--- src/hdl/qrav_pkg.sv ---
`timescale 1ns / 1ps
package qrav_pkg;

  // Default widths of the input fields
  localparam int QUAT_BITS_DEF  = 16;
  localparam int EVENT_BITS_DEF = 8;

  // Internal datapath formats
  localparam int NUM_COMP    = 4;                 // w, x, y, z
  localparam int Q15_BITS    = 16;                // signed Q1.15
  localparam int COEF_BITS   = Q15_BITS + 1;      // negated Q1.15 term
  localparam int ACC_A_BITS  = 2 * Q15_BITS + 2;  // sum of four products, Q4.30
  localparam int ISP_BITS    = 24;                // unsigned Q16.8
  localparam int ACC_B_BITS  = ACC_A_BITS + ISP_BITS;
  localparam int RATE_BITS   = 32;                // signed Q16.16
  localparam int ROUND_SHIFT = 21;
  localparam int CNT_BITS    = $clog2((Q15_BITS > ISP_BITS) ? Q15_BITS : ISP_BITS);

  localparam logic [ISP_BITS-1:0]        ISP_RESET = ISP_BITS'(2560);
  localparam logic signed [Q15_BITS-1:0] QUAT_ONE  = {1'b0, {(Q15_BITS-1){1'b1}}};

  // Component slots
  localparam int CW = 0;
  localparam int CX = 1;
  localparam int CY = 2;
  localparam int CZ = 3;

  typedef struct packed {
    logic clear;   // zero the accumulators
    logic step_a;  // one bit of the quaternion product
    logic sign_a;  // current quaternion bit is the sign bit
    logic step_b;  // one bit of the period product
  } ctl_t;

  typedef enum logic [3:0] {
    ST_IDLE = 4'b0001,
    ST_MULA = 4'b0010,
    ST_MULB = 4'b0100,
    ST_DONE = 4'b1000
  } state_t;

endpackage

--- src/hdl/quaternion_rate_to_angular_velocity.sv ---
`timescale 1ns / 1ps
// Flow: a rate item passes the bit-serial quaternion product (ST_MULA), the
//   period product (ST_MULB) and ST_DONE; a restart item (first item or changed
//   event number) goes from ST_IDLE straight to ST_DONE. ST_DONE waits for the
//   output register to be free. A new item is taken only in ST_IDLE.
// Reset (rst_n, synchronous, active low): period register 2560, stored
//   quaternion identity, not primed, no result pending.
module quaternion_rate_to_angular_velocity
  import qrav_pkg::*;
#(
  parameter int QUAT_BITS  = QUAT_BITS_DEF,
  parameter int EVENT_BITS = EVENT_BITS_DEF
) (
  input  logic                        clk,
  input  logic                        rst_n,
  // input channel
  input  logic                        in_valid,
  output logic                        in_ready,
  input  logic signed [QUAT_BITS-1:0] in_quat_w,
  input  logic signed [QUAT_BITS-1:0] in_quat_x,
  input  logic signed [QUAT_BITS-1:0] in_quat_y,
  input  logic signed [QUAT_BITS-1:0] in_quat_z,
  input  logic [EVENT_BITS-1:0]       in_event_number,
  // result channel
  output logic                        out_valid,
  input  logic                        out_ready,
  output logic signed [RATE_BITS-1:0] out_rate_x,
  output logic signed [RATE_BITS-1:0] out_rate_y,
  output logic signed [RATE_BITS-1:0] out_rate_z,
  output logic                        out_rate_valid,
  // configuration
  input  logic                        cfg_wr_en,
  input  logic [ISP_BITS-1:0]         cfg_wr_data
);

  logic                        accept, restart, out_free, idle, done;
  ctl_t                        ctl;

  logic [ISP_BITS-1:0]         isp_r, isp_sh_r;
  logic signed [Q15_BITS-1:0]  prev_r [NUM_COMP];
  logic signed [Q15_BITS-1:0]  qsh_r  [NUM_COMP];
  logic signed [Q15_BITS-1:0]  q_in   [NUM_COMP];
  logic signed [QUAT_BITS-1:0] q_raw  [NUM_COMP];
  logic                        primed_r, restart_r, out_valid_r;
  logic [EVENT_BITS-1:0]       last_event_r;

  logic [NUM_COMP-1:0]         q_bit;
  logic signed [COEF_BITS-1:0] pos [NUM_COMP];
  logic signed [COEF_BITS-1:0] neg [NUM_COMP];
  logic signed [COEF_BITS-1:0] coef_x [NUM_COMP];
  logic signed [COEF_BITS-1:0] coef_y [NUM_COMP];
  logic signed [COEF_BITS-1:0] coef_z [NUM_COMP];
  logic signed [RATE_BITS-1:0] rate_x, rate_y, rate_z;

  assign q_raw[CW] = in_quat_w;
  assign q_raw[CX] = in_quat_x;
  assign q_raw[CY] = in_quat_y;
  assign q_raw[CZ] = in_quat_z;

  // Bring each component to Q1.15: drop low bits of wide inputs, pad narrow ones
  for (genvar k = 0; k < NUM_COMP; k++) begin : g_q15
    if (QUAT_BITS > Q15_BITS) begin : g_wide
      assign q_in[k] = q_raw[k][QUAT_BITS-1 -: Q15_BITS];
    end else if (QUAT_BITS < Q15_BITS) begin : g_narrow
      assign q_in[k] = {q_raw[k], {(Q15_BITS-QUAT_BITS){1'b0}}};
    end else begin : g_same
      assign q_in[k] = q_raw[k];
    end
  end

  assign accept   = in_valid & in_ready;
  assign in_ready = idle;
  // A restart answers zero rate and only reloads the stored quaternion
  assign restart  = !primed_r || (in_event_number != last_event_r);
  assign out_free = !out_valid_r || out_ready;

  qrav_seq u_seq (
    .clk      (clk),
    .rst_n    (rst_n),
    .start    (accept),
    .restart  (restart),
    .out_free (out_free),
    .ctl      (ctl),
    .idle     (idle),
    .done     (done)
  );

  // Coefficients come from the stored quaternion p. With d = q - p, the vector
  // part of conj(p) * d reduces to products of p with q, since the p*p terms
  // cancel; q is fed serially, p in parallel.
  always_comb begin
    for (int k = 0; k < NUM_COMP; k++) begin
      pos[k] = COEF_BITS'(prev_r[k]);
      neg[k] = -COEF_BITS'(prev_r[k]);
      q_bit[k] = qsh_r[k][Q15_BITS-1];
    end
    // vx = qw*(-px) + qx*pw + qy*pz + qz*(-py)
    coef_x[CW] = neg[CX]; coef_x[CX] = pos[CW]; coef_x[CY] = pos[CZ]; coef_x[CZ] = neg[CY];
    // vy = qw*(-py) + qx*(-pz) + qy*pw + qz*px
    coef_y[CW] = neg[CY]; coef_y[CX] = neg[CZ]; coef_y[CY] = pos[CW]; coef_y[CZ] = pos[CX];
    // vz = qw*(-pz) + qx*py + qy*(-px) + qz*pw
    coef_z[CW] = neg[CZ]; coef_z[CX] = pos[CY]; coef_z[CY] = neg[CX]; coef_z[CZ] = pos[CW];
  end

  qrav_lane u_lane_x (
    .clk     (clk),
    .ctl     (ctl),
    .q_bit   (q_bit),
    .coef    (coef_x),
    .isp_bit (isp_sh_r[ISP_BITS-1]),
    .rate    (rate_x)
  );

  qrav_lane u_lane_y (
    .clk     (clk),
    .ctl     (ctl),
    .q_bit   (q_bit),
    .coef    (coef_y),
    .isp_bit (isp_sh_r[ISP_BITS-1]),
    .rate    (rate_y)
  );

  qrav_lane u_lane_z (
    .clk     (clk),
    .ctl     (ctl),
    .q_bit   (q_bit),
    .coef    (coef_z),
    .isp_bit (isp_sh_r[ISP_BITS-1]),
    .rate    (rate_z)
  );

  // Control and stored state
  always_ff @(posedge clk) begin
    if (!rst_n) begin
      isp_r        <= ISP_RESET;
      primed_r     <= 1'b0;
      last_event_r <= '0;
      restart_r    <= 1'b0;
      out_valid_r  <= 1'b0;
      prev_r[CW]   <= QUAT_ONE;
      prev_r[CX]   <= '0;
      prev_r[CY]   <= '0;
      prev_r[CZ]   <= '0;
    end else begin
      if (cfg_wr_en) begin
        isp_r <= cfg_wr_data;
      end
      if (accept) begin
        primed_r     <= 1'b1;
        last_event_r <= in_event_number;
        restart_r    <= restart;
        if (restart) begin
          prev_r <= q_in;
        end
      end
      if (done) begin
        // the rotating registers are back in place after the full pass
        if (!restart_r) begin
          prev_r <= qsh_r;
        end
        out_valid_r <= 1'b1;
      end else if (out_ready) begin
        out_valid_r <= 1'b0;
      end
    end
  end

  // Serial operands: rotate the quaternion, shift out the period MSB first
  always_ff @(posedge clk) begin
    if (accept) begin
      qsh_r    <= q_in;
      isp_sh_r <= isp_r;
    end else begin
      if (ctl.step_a) begin
        for (int k = 0; k < NUM_COMP; k++) begin
          qsh_r[k] <= {qsh_r[k][Q15_BITS-2:0], qsh_r[k][Q15_BITS-1]};
        end
      end
      if (ctl.step_b) begin
        isp_sh_r <= {isp_sh_r[ISP_BITS-2:0], 1'b0};
      end
    end
  end

  // Output register: hold until the transaction completes
  always_ff @(posedge clk) begin
    if (done) begin
      out_rate_x     <= restart_r ? '0 : rate_x;
      out_rate_y     <= restart_r ? '0 : rate_y;
      out_rate_z     <= restart_r ? '0 : rate_z;
      out_rate_valid <= !restart_r;
    end
  end

  assign out_valid = out_valid_r;

`ifndef SYNTHESIS
  a_busy_after_rate_item: assert property (@(posedge clk) disable iff (!rst_n)
    accept && !restart |=> !in_ready)
    else $error("sequencer took a new item during a rate computation");

  a_primed_after_accept: assert property (@(posedge clk) disable iff (!rst_n)
    accept |=> primed_r && (last_event_r == $past(in_event_number)))
    else $error("event tracking not updated on accept");

  a_restart_zero: assert property (@(posedge clk) disable iff (!rst_n)
    out_valid && !out_rate_valid |->
      (out_rate_x == '0) && (out_rate_y == '0) && (out_rate_z == '0))
    else $error("restart result carries nonzero rate");

  a_no_overwrite: assert property (@(posedge clk) disable iff (!rst_n)
    out_valid && !out_ready |-> !done)
    else $error("pending result overwritten");
`endif

endmodule

--- src/hdl/qrav_lane.sv ---
`timescale 1ns / 1ps
module qrav_lane
  import qrav_pkg::*;
(
  input  logic                        clk,
  input  ctl_t                        ctl,
  input  logic [NUM_COMP-1:0]         q_bit,
  input  logic signed [COEF_BITS-1:0] coef [NUM_COMP],
  input  logic                        isp_bit,
  output logic signed [RATE_BITS-1:0] rate
);

  logic signed [ACC_A_BITS-1:0] acc_a_r, acc_a_nxt, pp;
  logic signed [ACC_B_BITS-1:0] acc_b_r, acc_b_nxt, rnd;
  logic [ACC_B_BITS-ROUND_SHIFT-RATE_BITS:0] top_bits;

  // Sum of the selected coefficients for this quaternion bit
  always_comb begin
    pp = '0;
    for (int k = 0; k < NUM_COMP; k++) begin
      if (q_bit[k]) begin
        pp = pp + ACC_A_BITS'(coef[k]);
      end
    end
  end

  // MSB first: the sign bit carries negative weight
  assign acc_a_nxt = (acc_a_r <<< 1) + (ctl.sign_a ? -pp : pp);
  assign acc_b_nxt = (acc_b_r <<< 1) + (isp_bit ? ACC_B_BITS'(acc_a_r) : '0);

  always_ff @(posedge clk) begin
    if (ctl.clear) begin
      acc_a_r <= '0;
      acc_b_r <= '0;
    end else begin
      if (ctl.step_a) begin
        acc_a_r <= acc_a_nxt;
      end
      if (ctl.step_b) begin
        acc_b_r <= acc_b_nxt;
      end
    end
  end

  // Round half up, shift down, saturate
  assign rnd      = acc_b_r + (ACC_B_BITS'(1) <<< (ROUND_SHIFT - 1));
  assign top_bits = rnd[ACC_B_BITS-1:ROUND_SHIFT+RATE_BITS-1];

  always_comb begin
    if ((&top_bits) || !(|top_bits)) begin
      rate = rnd[ROUND_SHIFT+RATE_BITS-1:ROUND_SHIFT];
    end else if (top_bits[ACC_B_BITS-ROUND_SHIFT-RATE_BITS]) begin
      rate = {1'b1, {(RATE_BITS-1){1'b0}}};
    end else begin
      rate = {1'b0, {(RATE_BITS-1){1'b1}}};
    end
  end

endmodule

--- src/hdl/qrav_seq.sv ---
`timescale 1ns / 1ps
module qrav_seq
  import qrav_pkg::*;
(
  input  logic clk,
  input  logic rst_n,
  input  logic start,
  input  logic restart,
  input  logic out_free,
  output ctl_t ctl,
  output logic idle,
  output logic done
);

  state_t              state_r, state_nxt;
  logic [CNT_BITS-1:0] cnt_r, cnt_nxt;

  always_comb begin
    state_nxt  = state_r;
    cnt_nxt    = cnt_r;
    ctl        = '0;
    done       = 1'b0;
    unique case (state_r)
      ST_IDLE: begin
        ctl.clear = start;
        cnt_nxt   = '0;
        if (start) begin
          state_nxt = restart ? ST_DONE : ST_MULA;
        end
      end
      ST_MULA: begin
        ctl.step_a = 1'b1;
        ctl.sign_a = (cnt_r == '0);
        if (cnt_r == CNT_BITS'(Q15_BITS - 1)) begin
          cnt_nxt   = '0;
          state_nxt = ST_MULB;
        end else begin
          cnt_nxt = cnt_r + 1'b1;
        end
      end
      ST_MULB: begin
        ctl.step_b = 1'b1;
        if (cnt_r == CNT_BITS'(ISP_BITS - 1)) begin
          cnt_nxt   = '0;
          state_nxt = ST_DONE;
        end else begin
          cnt_nxt = cnt_r + 1'b1;
        end
      end
      ST_DONE: begin
        done = out_free;
        if (out_free) begin
          state_nxt = ST_IDLE;
        end
      end
      default: begin
        state_nxt = ST_IDLE;
      end
    endcase
  end

  assign idle = (state_r == ST_IDLE);

  always_ff @(posedge clk) begin
    if (!rst_n) begin
      state_r <= ST_IDLE;
      cnt_r   <= '0;
    end else begin
      state_r <= state_nxt;
      cnt_r   <= cnt_nxt;
    end
  end

endmodule

--- config.mk ---
export PLATFORM = sky130hd
export DESIGN_NAME = quaternion_rate_to_angular_velocity
export DESIGN_NICKNAME = d
export VERILOG_FILES = /design/src/hdl/qrav_pkg.sv /design/src/hdl/quaternion_rate_to_angular_velocity.sv /design/src/hdl/qrav_lane.sv /design/src/hdl/qrav_seq.sv
export SDC_FILE = /design/constraint.sdc
export NUM_CORES = 2
export LEC_CHECK = 0
export BUFFER_PORTS_ARGS = -buffer_cell sky130_fd_sc_hd__buf_4
export CORE_MARGIN = 2
export CORE_UTILIZATION = 40
export DETAILED_ROUTE_END_ITERATION = 12
export PLACE_DENSITY = 0.64
export SYNTH_ARGS = -nofsm -noshare
export SYNTH_HDL_FRONTEND = slang
export SYNTH_SLANG_ARGS = --single-unit
--- constraint.sdc ---
create_clock -name clk -period 13.9 [get_ports clk]
set_clock_uncertainty 0.1 [all_clocks]
set_input_delay 2.78 -clock clk [delete_from_list [all_inputs] [get_ports clk]]
set_output_delay 2.78 -clock clk [all_outputs]
set_load 0.05 [all_outputs]
After elaboration in Yosys (flattened, before gate mapping). Cells that the tools add are included. W data, S select, Z words.

Bits in registers: 569. Latch bits: 0. Bits in writable memories: 0. ROM bits: 0. Bits of input ports: 101. Output and inout port bits: 99. Word-level logic and storage cells: 133. Memories: 0.

$add $sub $neg: 25. Multiply operators: 0. Divide/modulo/power cells: 0. Order comparisons: 0. Equality and inequality tests: 11. Shift operators: 0. Muxes and demuxes: 47. Bitwise operators: 1. Reduce and logical (&&, ||, !) cells: 23.

Operators by type and width (count): $mux W34 (15); $mux W64 (6); $add A34 B16 Y34 (6); $mux W32 (6); $add A58 B22 Y58 const B (3); $add A58 B58 Y58 (3); $mux W58 (3); $add A34 B17 Y34 (3); $add A34 B34 Y34 (3); $neg A34 Y34 (3); $neg A16 Y17 (3); $mux W24 (2); $mux W4 (5); $reduce_and A6 Y1 (3); $reduce_or A6 Y1 (3); $pmux W4 S4 (1); $pmux W5 S3 (1); $mux W5 (2); $ne A2 B1 Y1 const B (4); $ne A8 B8 Y1 (1); $logic_not A1 Y1 (6); $reduce_bool A2 Y1 (3); $add A5 B1 Y5 const B (1); $eq A5 B4 Y1 const B (1); other kinds (12) (20).

Depth between registers and ports, before layout.
Word-level depth: 11. Gate-level depth with buffers: 52. Depth with buffers taken out: 50.

By module. From an unflattened synthesis, not the netlist that was laid out.

Cell total of the unflattened synthesis: 7868. Area total of the unflattened synthesis: 61500.2 um^2.

By module, submodules not included: qrav_lane (u_lane_x ...) (instances 2, cells an instance 2244, area each 16215.6 um^2); qrav_lane (u_lane_z) (instances 1, cells an instance 2223, area each 16149.2 um^2); quaternion_rate_to_angular_velocity (instances 1, cells an instance 1086, area each 12293.0 um^2); qrav_seq (instances 1, cells an instance 71, area each 626.9 um^2).

Worst setup path after synthesis. Ideal clock, no wire load.

Kind: register to register. From: register prev_r (netlist bit coef_y[1]). To: register u_lane_x.acc_a_r[33]. Library setup time: 0.128 ns. Data arrival time: 10.230 ns. Data required time: 13.672 ns. Path slack: 3.442 ns. Cell stages (with the launch flop): 47. Buffers on the path: 1. Clock period less this slack: 10.458 ns. Path through: dfxtp_1 > inv_1 > ha_1 > or4b_1 > buf_2 > or3_1 > xor2_1 > and2_1 > ha_1 > o21ai_0 > or4b_2 > a31o_2 > maj3_1 > a2111o_1 > and3_1 > nand2_1 > xnor2_1 > ha_1 > [... 11 more ...] > a21oi_1 > nand2_1 > xor2_1 > a221oi_1 > nand4_1 > nor2_1 > a21o_1 > xnor2_1 > ha_1 > or3_1 > or3_1 > a311o_1 > a21o_1 > a21o_1 > a31oi_1 > xor2_1 > xnor2_1 > o21ai_1.

Longest elaborated chain between the ends: 11.

RTL lines: start: declaration (RTL line quaternion_rate_to_angular_velocity.sv:40) `logic signed [Q15_BITS-1:0] prev_r [NUM_COMP];`; start signal: assignment (RTL line quaternion_rate_to_angular_velocity.sv:153) `prev_r <= q_in;`; start signal: assignment (RTL line quaternion_rate_to_angular_velocity.sv:159) `prev_r <= qsh_r;`; $neg A16 Y17 (*) (RTL line quaternion_rate_to_angular_velocity.sv:94) `neg[k] = -COEF_BITS'(prev_r[k]);`; $mux W34 (*) (RTL line qrav_lane.sv:21) `if (q_bit[k]) begin`; $add A34 B16 Y34 (RTL line qrav_lane.sv:22) `pp = pp + ACC_A_BITS'(coef[k]);`; $mux W34 (*) (RTL line qrav_lane.sv:21); $add A34 B16 Y34 (RTL line qrav_lane.sv:22); $mux W34 (*) (RTL line qrav_lane.sv:21); $add A34 B17 Y34 (RTL line qrav_lane.sv:22); $mux W34 (*) (RTL line qrav_lane.sv:21); $neg A34 Y34 (RTL line qrav_lane.sv:28) `assign acc_a_nxt = (acc_a_r <<< 1) + (ctl.sign_a ? -pp : pp);`; $mux W34 (*) (RTL line qrav_lane.sv:28); $add A34 B34 Y34 (*) (RTL line qrav_lane.sv:28); end signal: assignment (RTL line qrav_lane.sv:37) `acc_a_r <= acc_a_nxt;`; end: declaration (RTL line qrav_lane.sv:13) `logic signed [ACC_A_BITS-1:0] acc_a_r, acc_a_nxt, pp;`.

Every way passes the cells marked *; elsewhere a longest branch is shown, timed or not. A chain may end at the register's enable or synchronous reset.

Final worst setup path. Same ends and word-level chain as after synthesis.

==> out/qor.csv <==
stage,metric,value,unit
detailed_routing,via_per_inst,5.798,
power,pwr-share-clk,15.8,%
timing,slew_viol_final,0,
run,cap_viol_max_count,0,
power,p_int,6357,uW
setup_path,critPathBufInv,2,
detailed_routing,wl_per_cell,18.82,um
power,power_leakage,0.02772,uW
setup_path,path_depth,45,
place,port_buffers,199,
die,die_x,380.8,um
die,core_area,141200,um^2
synthesis,avgSynthCellArea,7.785,um^2
setup_path,crit_path_start_kind,flip-flop,
cts,clock_latency,670,ps
status,outcome,completed,
place,gp_congestion,0.9892,
cts,root_buffer,clkbuf_16,
finish,num_antenna_cells,0,
synthesis,synthesis.area,56790,um^2
synthesis,synth_edf_count,185,
synthesis,ys_types,103,
timing,hold_viol_final,0,
synthesis,ys_ff_latch,569,
finish,most-common-layout-cells,"nand2_1 (1065), a21oi_1 (537), ha_1 (528)",
power,swShare,49.21,%
setup_path,cp_max_fo,11,
worst_hold_path,worstHoldPathType,reg2reg,
cts,cts_max_level,3,
synthesis,ys_async_sr_fraction,0,%
cts,cts_buffers,72,
cts,cts_sinks,569,
detailed_routing,drt-total-wl,174.3,mm
global_routing,antenna_found_initial,0,
worst_hold_path,holdPathStages,2,
timing,worst_slew_pin_slew,1219,ps
cts,clkSlewWorstSetupHoldPaths,60,ps
timing,period_needed,12090,ps
detailed_routing,remaining_drc_errors,0,
timing,tns,0,ps
cts,cts_buffer_depth,3,
finish,fin_util,44.27,%
die,die_height,380.8,um
die,start_util,40.21,%
global_routing,grt_pass1_vias,49890,
setup_path,required,14330,ps
synthesis,syn_nets,7942,
detailed_routing,via_count,53710,
synthesis,netlist_instances,7295,
die,die_area,145000,um^2
die,rows,138,
finish,final_nets,7960,
detailed_routing,ant_nets,0,
place,post-place-cells,9129,
place,dp_hpwl,133.0,mm
synthesis,synth-seq-area-share,23.32,%
power,combPwrFrac,68.7,%
power,peakVddDrop,143.0,uV
die,ios,200,
power,seqPwrFrac,15.5,%
cts,cts-resized-gates,0,
setup_path,cp_slowest_cell,or4b_1,
setup_path,cp_slowest_stage_delay,690,ps
finish,layout_commonest_cell,nand2_1,
setup_path,cpLargestDelayFamily,simple AND/OR/NAND/NOR gates,
timing,max_slew_margin,18.11,%
setup_path,worstPathArrival,12520,ps
global_routing,grtUsageTotal,23.26,%
power,p_sw,6159,uW
cts,cts_setup_buffers,0,
power,power_density,200.2,nW/um^2
setup_path,end_kind,flip-flop,
setup_path,worst_path_most_repeated_cell,ha_1,
cts,cts_tree,built,
setup_path,reg2regPathDepth,45,
timing,period_share,86.96,%
timing,fmax,82.73,MHz
finish,drive_above_1_share,7.161,%
global_routing,overflow,0,
timing,rsz0062_at_grt,false,
synthesis,synthFlopType,dfxtp_1,
global_routing,grt_max_degree,107,
finish,fin_cells,9263,
cts,hold_buffers,0,
detailed_routing,drt_pass1_iterations,6,
detailed_routing,drt_iter0_markers,3995,
synthesis,ys_warn_count,0,
global_routing,grt_pass1_wl,277.2,mm
setup_path,critical_path_class,reg2reg,
timing,setup_viol,0,
finish,area_growth,10.09,%
-- power by group through the flow --
stage          clock [uW]  sequential [uW]  combinational, uW
6_report             1980             1940               8600
4_1_cts              2030             1940               8450
2_1_floorplan           0             1960               6420
3_5_place_dp            0             1970               8400
3_3_place_gp            0             1970               8320
5_1_grt              2090             1950               9450
-- final timing paths --
| kind | startpoint | endpoint | slack, ps |
|---|---|---|---|
| min | u_lane_y.acc_a_r[33] | u_lane_y.acc_a_r[33] | 360 |
| max reg2reg | coef_y[1] | u_lane_x.acc_a_r[33] | 1810 |
| max | coef_y[1] | u_lane_x.acc_a_r[33] | 1810 |
| min reg2reg | u_lane_y.acc_a_r[33] | u_lane_y.acc_a_r[33] | 360 |
-- area by class of cell --
class	count	area (um^2)
inverter	208	780.7
fill	14220	78720
timing repair buffer	264	1982
clock inverter	41	548.0
multi-input combinational	6198	41650
sequential	569	13250
tap	1890	2365
clock buffer	93	1952
-- tightest hold or removal path: cells and delay by family, from the launching register on --
kind	cells	cell delay, ps
compound gates	1	50
simple gates	1	50
flops	1	330
-- sequential cells by signal (all words and copies together) (netlist names), 5 cells and up --
signal	flops
out_rate_z	32
u_lane_z.acc_b_r	58
u_lane_y.acc_a_r	34
coef_z	16
u_lane_x.acc_b_r	58
coef_y	16
last_event_r	8
out_rate_y	32
isp_sh_r	24
isp_r	24
u_lane_y.acc_b_r	58
u_lane_x.acc_a_r	34
coef_x	32
u_lane_z.acc_a_r	34
u_seq.cnt_r	5
qsh_r	60
out_rate_x	32
-- per-stage QoR --
stage	hold WS, ps	instance area, um^2	power (uW)	setup WS (ps)
after floorplan	320.8	56790	8374	3442
after global placement	339.7	60020	10290	2283
after detailed placement	346.7	60020	10370	2034
after CTS	359.2	62520	12420	2009
after global routing	378.5	62520	13490	932.7
final	360.3	62520	12520	1813
-- logic make-up (layout without fill, tap and decap cells) --
kind of cell               count (synthesis)  count (layout)  share of synthesized area [%]
AOI/OAI and AO/OA                       2167            2167                          25.14
xor gates and xnor gates                 646             646                          10.03
adders and majority gates                553             553                          12.39
buffers and inverters                    528             606                          3.498
DFF                                      569             569                          23.32
muxes                                    177             177                          3.225
and+or+nand+nor                         2655            2655                          22.40
-- cell usage after synthesis, types with 106 or more instances --
master | number | area, um^2
clkbuf_1 | 277 | 1040
a21o_1 | 255 | 1914
o21ai_0 | 500 | 2502
and2_1 | 182 | 1139
o21a_1 | 106 | 795.8
nand2_1 | 1069 | 4013
nand3_1 | 271 | 1356
nor2_1 | 410 | 1539
dfxtp_1 | 384 | 7687
inv_1 | 206 | 773.2
nor3_1 | 147 | 735.7
a21oi_1 | 537 | 2688
edfxtp_1 | 185 | 5555
mux2i_1 | 138 | 1381
xor2_1 | 257 | 2251
xnor2_1 | 386 | 3381
ha_1 | 528 | 6606
-- layer usage --
metal	track usage (%)	vias to the layer above	part of all wire, %
li1	-	26710	-
met1	32.70	25300	47
met2	36.87	1419	44
met3	2.369	274	5.1
met4	8.139	0	3.5
met5	0	-	0
Note: power is estimated with default switching activity, not from simulation.
